File: src/ymodem_pkg.sv
// ----------------------------------------------------------------------------
// ymodem_pkg
// Shared constants, types and the CRC-16/XMODEM byte update for the YMODEM
// packet receiver.
// ----------------------------------------------------------------------------
`default_nettype none

package ymodem_pkg;

  localparam int LONG_BLOCK_BYTES  = 1024;
  localparam int SHORT_BLOCK_BYTES = 128;

  localparam int LEN_W = 11;

  localparam logic [15:0] CRC_POLY = 16'h1021;
  localparam logic [15:0] CRC_MSB  = 16'h8000;

  // Start symbols
  localparam logic [7:0] SYM_SOH      = 8'h01;
  localparam logic [7:0] SYM_STX      = 8'h02;
  localparam logic [7:0] SYM_EOT      = 8'h04;
  localparam logic [7:0] SYM_CA       = 8'h18;
  localparam logic [7:0] SYM_ABORT_UP = 8'h41;
  localparam logic [7:0] SYM_ABORT_LO = 8'h61;

  // Result event codes
  localparam logic [2:0] EV_DATA     = 3'd0;
  localparam logic [2:0] EV_GOOD     = 3'd1;
  localparam logic [2:0] EV_BAD      = 3'd2;
  localparam logic [2:0] EV_EOT      = 3'd3;
  localparam logic [2:0] EV_CANCEL   = 3'd4;
  localparam logic [2:0] EV_ABORT    = 3'd5;
  localparam logic [2:0] EV_BADSTART = 3'd6;
  localparam logic [2:0] EV_TIMEOUT  = 3'd7;

  localparam logic [LEN_W-1:0] LONG_LEN   = LEN_W'(LONG_BLOCK_BYTES);
  localparam logic [LEN_W-1:0] SHORT_LEN  = LEN_W'(SHORT_BLOCK_BYTES);
  localparam logic [LEN_W-1:0] CANCEL_LEN = LEN_W'(2);

  typedef struct packed {
    logic [2:0]       event_res;
    logic [7:0]       data_byte;
    logic [7:0]       block_number;
    logic [LEN_W-1:0] payload_len;
  } result_t;

  // One byte of CRC-16/XMODEM, MSB first
  function automatic logic [15:0] crc_byte(input logic [15:0] crc_in, input logic [7:0] b);
    logic [15:0] c;
    c = crc_in ^ {b, 8'h00};
    for (int i = 0; i < 8; i++) begin
      if ((c & CRC_MSB) != 16'h0000) begin
        c = {c[14:0], 1'b0} ^ CRC_POLY;
      end else begin
        c = {c[14:0], 1'b0};
      end
    end
    return c;
  endfunction

endpackage

`default_nettype wire

File: src/ymodem_packet_receiver_top.sv
// ----------------------------------------------------------------------------
// ymodem_packet_receiver_top
// YMODEM block framing, sequence check and CRC-16/XMODEM verification.
// ----------------------------------------------------------------------------
// Takes one received byte or timeout event per cycle and gives at most one
// result per item. Framing, the byte-wide CRC update and the verdict are
// done combinationally from the framing state registers into a two-entry
// result buffer (output register plus skid register), so input keeps
// flowing while one result waits; input stalls only when both entries are
// full. Data bytes are forwarded as they arrive: drop the block's data if
// its verdict is bad block.
`default_nettype none

module ymodem_packet_receiver_top
  import ymodem_pkg::*;
(
  input  wire logic             clk,
  input  wire logic             rst,
  input  wire logic             in_valid,
  output logic                  in_stall,
  input  wire logic [7:0]       rx_byte,
  input  wire logic             timed_out,
  output logic                  out_valid,
  input  wire logic             out_stall,
  output logic [2:0]            event_res,
  output logic [7:0]            data_byte,
  output logic [7:0]            block_number,
  output logic [LEN_W-1:0]      payload_len
);

  localparam logic [2:0] PH_IDLE = 3'd0;
  localparam logic [2:0] PH_CA   = 3'd1;
  localparam logic [2:0] PH_SEQ  = 3'd2;
  localparam logic [2:0] PH_INV  = 3'd3;
  localparam logic [2:0] PH_DATA = 3'd4;
  localparam logic [2:0] PH_CRCH = 3'd5;
  localparam logic [2:0] PH_CRCL = 3'd6;

  logic [2:0]       phase, phase_next;
  logic             long_block, long_block_next;
  logic [LEN_W-1:0] byte_count, byte_count_next;
  logic [7:0]       seq_value, seq_value_next;
  logic [7:0]       seq_inverse, seq_inverse_next;
  logic [15:0]      running_crc, running_crc_next;
  logic [7:0]       trailer_hi, trailer_hi_next;

  logic             res_valid;
  result_t          res;
  logic [LEN_W-1:0] block_len;

  result_t          out_reg, skid_reg;
  logic             skid_valid;
  logic             in_xfer, out_xfer;

  assign in_stall = skid_valid;
  assign in_xfer  = in_valid && !in_stall;
  assign out_xfer = out_valid && !out_stall;

  assign block_len = long_block ? LONG_LEN : SHORT_LEN;

  always_comb begin
    phase_next       = phase;
    long_block_next  = long_block;
    byte_count_next  = byte_count;
    seq_value_next   = seq_value;
    seq_inverse_next = seq_inverse;
    running_crc_next = running_crc;
    trailer_hi_next  = trailer_hi;
    res_valid        = 1'b0;
    res              = '0;

    if (timed_out) begin
      phase_next    = PH_IDLE;
      res_valid     = 1'b1;
      res.event_res = (phase == PH_CA) ? EV_BADSTART : EV_TIMEOUT;
    end else begin
      unique case (phase)
        PH_IDLE: begin
          case (rx_byte) inside
            SYM_SOH, SYM_STX: begin
              long_block_next = (rx_byte == SYM_STX);
              byte_count_next = '0;
              phase_next      = PH_SEQ;
            end
            SYM_EOT: begin
              res_valid     = 1'b1;
              res.event_res = EV_EOT;
            end
            SYM_CA: phase_next = PH_CA;
            SYM_ABORT_UP, SYM_ABORT_LO: begin
              res_valid     = 1'b1;
              res.event_res = EV_ABORT;
            end
            default: begin
              res_valid     = 1'b1;
              res.event_res = EV_BADSTART;
            end
          endcase
        end
        PH_CA: begin
          phase_next = PH_IDLE;
          res_valid  = 1'b1;
          if (rx_byte == SYM_CA) begin
            res.event_res   = EV_CANCEL;
            res.payload_len = CANCEL_LEN;
          end else begin
            res.event_res = EV_BADSTART;
          end
        end
        PH_SEQ: begin
          seq_value_next = rx_byte;
          phase_next     = PH_INV;
        end
        PH_INV: begin
          seq_inverse_next = rx_byte;
          running_crc_next = '0;
          byte_count_next  = '0;
          phase_next       = PH_DATA;
        end
        PH_DATA: begin
          running_crc_next = crc_byte(running_crc, rx_byte);
          byte_count_next  = byte_count + LEN_W'(1);
          if (byte_count_next >= block_len) begin
            phase_next = PH_CRCH;
          end
          res_valid     = 1'b1;
          res.event_res = EV_DATA;
          res.data_byte = rx_byte;
        end
        PH_CRCH: begin
          trailer_hi_next = rx_byte;
          phase_next      = PH_CRCL;
        end
        PH_CRCL: begin
          phase_next       = PH_IDLE;
          res_valid        = 1'b1;
          res.block_number = seq_value;
          if (seq_value == ~seq_inverse && running_crc == {trailer_hi, rx_byte}) begin
            res.event_res   = EV_GOOD;
            res.payload_len = block_len;
          end else begin
            res.event_res = EV_BAD;
          end
        end
        default: phase_next = PH_IDLE;
      endcase
    end
  end

  // Framing state
  always_ff @(posedge clk) begin
    if (rst) begin
      phase       <= PH_IDLE;
      long_block  <= 1'b0;
      byte_count  <= '0;
      seq_value   <= '0;
      seq_inverse <= '0;
      running_crc <= '0;
      trailer_hi  <= '0;
    end else if (in_xfer) begin
      phase       <= phase_next;
      long_block  <= long_block_next;
      byte_count  <= byte_count_next;
      seq_value   <= seq_value_next;
      seq_inverse <= seq_inverse_next;
      running_crc <= running_crc_next;
      trailer_hi  <= trailer_hi_next;
    end
  end

  // Result buffer: output register backed by one skid entry
  always_ff @(posedge clk) begin
    if (rst) begin
      out_valid  <= 1'b0;
      skid_valid <= 1'b0;
    end else if (skid_valid) begin
      if (out_xfer) begin
        skid_valid <= 1'b0;
      end
    end else if (in_xfer && res_valid) begin
      if (out_valid && !out_xfer) begin
        skid_valid <= 1'b1;
      end else begin
        out_valid <= 1'b1;
      end
    end else if (out_xfer) begin
      out_valid <= 1'b0;
    end
  end

  always_ff @(posedge clk) begin
    if (skid_valid) begin
      if (out_xfer) begin
        out_reg <= skid_reg;
      end
    end else if (in_xfer && res_valid) begin
      if (out_valid && !out_xfer) begin
        skid_reg <= res;
      end else begin
        out_reg <= res;
      end
    end
  end

  assign event_res    = out_reg.event_res;
  assign data_byte    = out_reg.data_byte;
  assign block_number = out_reg.block_number;
  assign payload_len  = out_reg.payload_len;

endmodule

`default_nettype wire

File: config.mk
export PLATFORM = sky130hd
export DESIGN_NAME = ymodem_packet_receiver_top
export DESIGN_NICKNAME = d
export VERILOG_FILES = /design/src/ymodem_pkg.sv /design/src/ymodem_packet_receiver_top.sv
export SDC_FILE = /design/constraint.sdc
export NUM_CORES = 1
export LEC_CHECK = 0
export BUFFER_PORTS_ARGS = -buffer_cell sky130_fd_sc_hd__buf_4
export CORE_MARGIN = 1.5
export CORE_UTILIZATION = 55
export CTS_BUF_LIST = sky130_fd_sc_hd__clkbuf_4 sky130_fd_sc_hd__clkbuf_8 sky130_fd_sc_hd__clkbuf_16
export CTS_CLUSTER_DIAMETER = 60
export CTS_CLUSTER_SIZE = 25
export DETAILED_ROUTE_END_ITERATION = 12
export PLACE_DENSITY_LB_ADDON = 0.25
export SYNTH_ARGS = -nofsm -noshare
export SYNTH_HDL_FRONTEND = slang
export SYNTH_SLANG_ARGS = --single-unit
File: constraint.sdc
create_clock -name clk -period 4.1 [get_ports clk]
set_input_delay 0.205 -clock clk [delete_from_list [all_inputs] [get_ports clk]]
set_output_delay 0.205 -clock clk [all_outputs]
set_load 0.005 [all_outputs]
==> Yosys cells after proc, flatten, opt, wreduce, memory -nomap -nowiden <==
Cells that the tools add are included.
{ "op_classes": {"n_addsub": 1, "n_mul": 0, "div_mod_pow": 0, "magnitude_cmp": 1, "n_eq_ne": 21, "shifts": 0, "muxes": 63, "bitwise": 12, "n_reduce_logical": 26} }
{ "op_table": {"columns": ["cell", "count"], "rows": [
  ["$mux W16", 14],
  ["$mux W30", 4],
  ["$mux W13", 8],
  ["$mux W11", 3],
  ["$pmux W11 S3", 1],
  ["$pmux W16 S2", 1],
  ["$mux W27", 1],
  ["$mux W3", 9],
  ["$not A3 Y3", 8],
  ["$pmux W11 S2", 1],
  ["$reduce_and A3 Y1", 7],
  ["$eq A16 B16 Y1", 1],
  ["$eq A8 B7 Y1 const B", 2],
  ["$mux W8", 2],
  ["$xor A16 B16 Y16", 1],
  ["$pmux W3 S5", 1],
  ["$mux W1", 12],
  ["$reduce_and A4 Y1", 3],
  ["$add A11 B1 Y11 const B", 1],
  ["$ge A11 B11 Y1", 1],
  ["$eq A3 B3 Y1 const B", 3],
  ["$pmux W3 S3", 1],
  ["$eq A8 B1 Y1 const B", 1],
  ["$eq A8 B2 Y1 const B", 1],
  ["other kinds (20)", 37]
]} }
{ "word_totals": {"reg_bits": 117, "latchBits": 0, "mem_bits_rw": 0, "rom_bits": 0, "inputBits": 13, "out_inout_bits": 32, "mem_count": 0} }

==> Depth between registers and ports, before layout <==
{ "logic_depth": {"word_depth": 32, "mapped_depth": 11} }

==> Least setup slack after synthesis <==
Ideal clock, no wire load.
{ "synth_timing": {"path_kind": "register -> register", "start": "reg phase[2]", "end": "reg skid_reg[10] (netlist bit) (enable)", "setup_ns": 0.429, "arrival_ns": 2.682, "required_time_ns": 3.671, "slack_ns": 0.990, "path_stages_with_launch": 6, "n_path_buf": 1, "synth_period_minus_slack_ns": 3.110, "cell_sequence": "dfxtp_1 > clkbuf_1 > a311o_1 > o21ai_1 > a211oi_2 > nor3_1"} }
{ "synth_via": {"elab_chain_len": 6, "elab_cells_between_ends": 9, "classes_between": "3 x eq/ne; 2 x mux; 4 x reduce/logical"} }
{ "synth_lines": {"columns": ["element", "line", "text"], "rows": [
  ["start, declared", "ymodem_packet_receiver_top.sv:39", "logic [2:0] phase, phase_next;"],
  ["start signal, assigned", "ymodem_packet_receiver_top.sv:161", "phase <= phase_next;"],
  ["$eq A3 B1 Y1 / $eq A3 B3 Y1 (equally long branches)", "ymodem_packet_receiver_top.sv:77", "unique case (phase)"],
  ["$reduce_or A3 Y1 (no source line)", null, null],
  ["$pmux W1 S2 *", "ymodem_packet_receiver_top.sv:77", null],
  ["$mux W1 *", "ymodem_packet_receiver_top.sv:72", "if (timed_out) begin"],
  ["$logic_and A1 B1 Y1 *", "ymodem_packet_receiver_top.sv:196", "end else if (in_xfer && res_valid) begin"],
  ["$reduce_and A3 Y1 (no source line) *", null, null],
  ["end signal, assigned", "ymodem_packet_receiver_top.sv:198", "skid_reg <= res;"],
  ["end, declared", "ymodem_packet_receiver_top.sv:51", "result_t out_reg, skid_reg;"]
]} }
Mark *: on every way between the ends. The rest lies on a longest branch, timed or not.
A chain may end at the register's enable or synchronous reset.

==> Worst setup path after layout <==
{ "layout_timing": {"start": "reg phase[0]", "end": "reg out_reg, in the netlist block_number[0] (enable)"} }
{ "layout_via": {"elab_chain_len": 7, "elab_cells_between_ends": 10, "classes_between": "3 x eq/ne; 2 x mux; 5 x reduce/logical"} }
{ "layout_lines": {"columns": ["element", "line", "text"], "rows": [
  ["$eq A3 B1 Y1 / $eq A3 B3 Y1 (equally long branches)", "ymodem_packet_receiver_top.sv:77", null],
  ["$reduce_or A3 Y1 (no source line)", null, null],
  ["$pmux W1 S2 *", "ymodem_packet_receiver_top.sv:77", null],
  ["$mux W1 *", "ymodem_packet_receiver_top.sv:72", null],
  ["$logic_and A1 B1 Y1 *", "ymodem_packet_receiver_top.sv:196", null],
  ["$reduce_bool A2 Y1 (no source line) *", null, null],
  ["$reduce_and A3 Y1 (no source line) *", null, null],
  ["end signal, assigned", "ymodem_packet_receiver_top.sv:194", "out_reg <= skid_reg;"],
  ["end signal, assigned", "ymodem_packet_receiver_top.sv:200", "out_reg <= res;"],
  ["end, declared", "ymodem_packet_receiver_top.sv:51", null]
]} }
Marked as above.

==> out/qor.txt <==
Post-DP HPWL -> 7420 um
EDFF count, synth -> 44
Final core occ -> 61.01%
Post-CTS Resized -> 0
Worst hold margin -> 0.1522 ns
PortBufs -> 36
Largest net degree at the start of global routing -> 64
Most numerous cell in the Yosys netlist -> dfxtp_1
CP required -> 4.10 ns
Cell count after synthesis -> 510
Slew margin rel. -> 26.10%
PD cells -> 339.2 nW/um^2
Num Clock Sinks -> 101
CP Capture Type -> flop
Number of global-route vias before repair -> 3502
I/O pin count -> 45
Final number of hold-violating endpoints -> 0
Total chip power -> 1.894 mW
H-tree depth -> 3
Syn_area_per_cell -> 10.07 um^2
Setup TNS -> 0 ns
Worst Tran Pin Value -> 1.108 ns
Final net count -> 537
ANT nets after route -> 0
Worst Slack Setup Final -> 1.599 ns
Max reg flops -> 22
Unrepaired setup endpoints after global routing -> false
Vias/cell -> 5.868
Max clock buf depth -> 2
Yosys top cell area share -> 25.73%
Final WL -> 11060 um
Initial core utilization -> 56.10%
Top cells by area, synth -> edfxtp_1, dfxtp_1, mux2i_1
Clock Skews -> 0.01994 ns
Fin crit share -> 61.01%
Dpl ws -> 1.479 ns
Initial drt markers -> 214
Hold WC Path Type -> in2reg
Critical path class -> reg2reg
Site Rows -> 35
Yosys cell types -> 61
Yosys top cell by area -> edfxtp_1
Fillers -> 772
Clock slew at reported path FFs -> 0.11 ns
# diodes -> 0
RD Place Congestion -> 0.8792
Final min period -> 2.501 ns
First-pass GRT wire length -> 17850 um
Synth top cells by count -> dfxtp_1, nor2_1, edfxtp_1, nand2_1, a21oi_1
CP arrival -> 2.50 ns
Core Region -> 9153 um^2
CP Max Fanout -> 22
GRT Util Overall -> 22.76%
CTS tree -> built
Max-slew violations -> 0
Share of async-settable or async-resettable flops after synthesis -> 0%
CTS root buf -> clkbuf_8
Post-synthesis sequential element count -> 101
DR DRC count -> 0
Final setup fails -> 0
Synth Warn # -> 0
Layout area overhead -> 8.748%
Max Fclk -> 399.8 MHz
Full die area -> 9925 um^2
Drt pass-1 iters -> 8
Leak -> 2.085 nW
Worst VDD drop -> 0.0001912 V
Die Y -> 99.63 um
Hold-fix buffer count after cts -> 0
Initial antenna violation count -> 0
Wire length per cell -> 17.37 um
Sequential area share after synthesis -> 47.95%
Outcome -> completed
Layout cells sized above 1 -> 16.16%
Chip Width -> 99.63 um
Startpoint Class -> flop
Via count -> 3738
Ys flop type -> dfxtp_1
CTS buffer count -> 9
Worst-skew pair later-pin latency -> 0.38 ns
GRT overflow -> 0
Post-CTS setup buffer count -> 0
Max cap viols -> 0
Synthesized area -> 5135 um^2
stage by stage:
stage / area, um^2 / instances
2_1_floorplan: 5161 / 517
3_3_place_gp: 5371 / 621
3_5_place_dp: 5371 / 621
4_1_cts: 5584 / 637
5_1_grt: 5584 / 637
6_report: 5584 / 637
path summary, 6_finish.rpt:
check / from / to / cells past startpoint / slack (ns)
worst min register to register: byte_count[10] / byte_count[10] / 2 / 0.50
worst max register to register: phase[0] / block_number[0] / 4 / 1.60
worst max-delay path: phase[0] / block_number[0] / 4 / 1.60
worst min-delay path: out_stall / in_stall / 3 / 0.15
placed cells by master (no fill, tap or decap), types with 2 or more instances in the layout:
cell type  Yosys  layout
and2_1        10      10
nor3_1         6       5
a311o_1        2       2
xnor2_1       26      26
nand4b_1       2       2
o21ai_0        9       9
nand2_1       36      36
a31oi_1        6       6
inv_8          0       2
ha_1           3       3
o22ai_1        2       2
buf_4          9      39
nor4_1         7       7
o31ai_1        2       2
clkinv_8       0       3
and3_1        14      14
nand3_1       23      23
nor2b_1        5       5
clkbuf_8       0       9
nand2b_1      12      12
a311oi_1       6       6
or3_1          2       2
nor4b_1        2       2
nand4_1        8       8
dfxtp_1       57      57
o32ai_1        2       2
xor2_1        26      26
a21oi_1       27      27
mux2i_1       25      25
conb_1         1       8
inv_1          7       7
mux2_2        17      17
edfxtp_1      44      44
nor2_1        45      45
o41ai_1        4       4
metal layers:
layer	GRT usage, %	up-vias	wire (um)
li1	-	1826	-
met1	31.77	1780	5342
met2	36.56	117	5106
met3	2.670	15	467
met4	8.559	0	146
met5	0	-	0
where the power goes:
part           switching, mW  internal [mW]  leakage, nW
Clock                  0.400          0.248        0.106
Sequential            0.0122           1.08        0.860
Combinational         0.0913         0.0651         1.12
Total                  0.503           1.39         2.08
cell type report:
class                   instances  area (um^2)  share of cell area, %
multi-input cells             363         2451                  43.89
inverters                       7        26.28                 0.4705
clock buffers                   9        123.9                  2.218
clock inverters                 7        88.84                  1.591
flip-flops and latches        101         2462                  44.10
well taps                     111        138.9                  2.487
repair buffers                 39        292.8                  5.243
worst max-delay path, stage by stage, from the launching register on:
cell and delay [ns]:
dfxtp_1 0.47, a311o_1 0.46, o21ai_1 0.19, a211oi_2 0.13, o21ai_2 0.89
logic make-up (layout without fill, tap and decap cells):
family | count (synthesis) | in the layout | synth area share, %
other | 1 | 8 | 0.07303
AO/OA/AOI/OAI | 76 | 76 | 10.19
buffers and inverters | 53 | 62 | 4.995
AND/OR/NAND/NOR | 182 | 182 | 18.59
XOR/XNOR | 52 | 52 | 8.869
multiplexers | 42 | 42 | 8.601
flip-flops | 101 | 101 | 47.95
adder cells (fa/ha/maj) | 3 | 3 | 0.7311
Note: power is estimated with default switching activity, not from simulation.
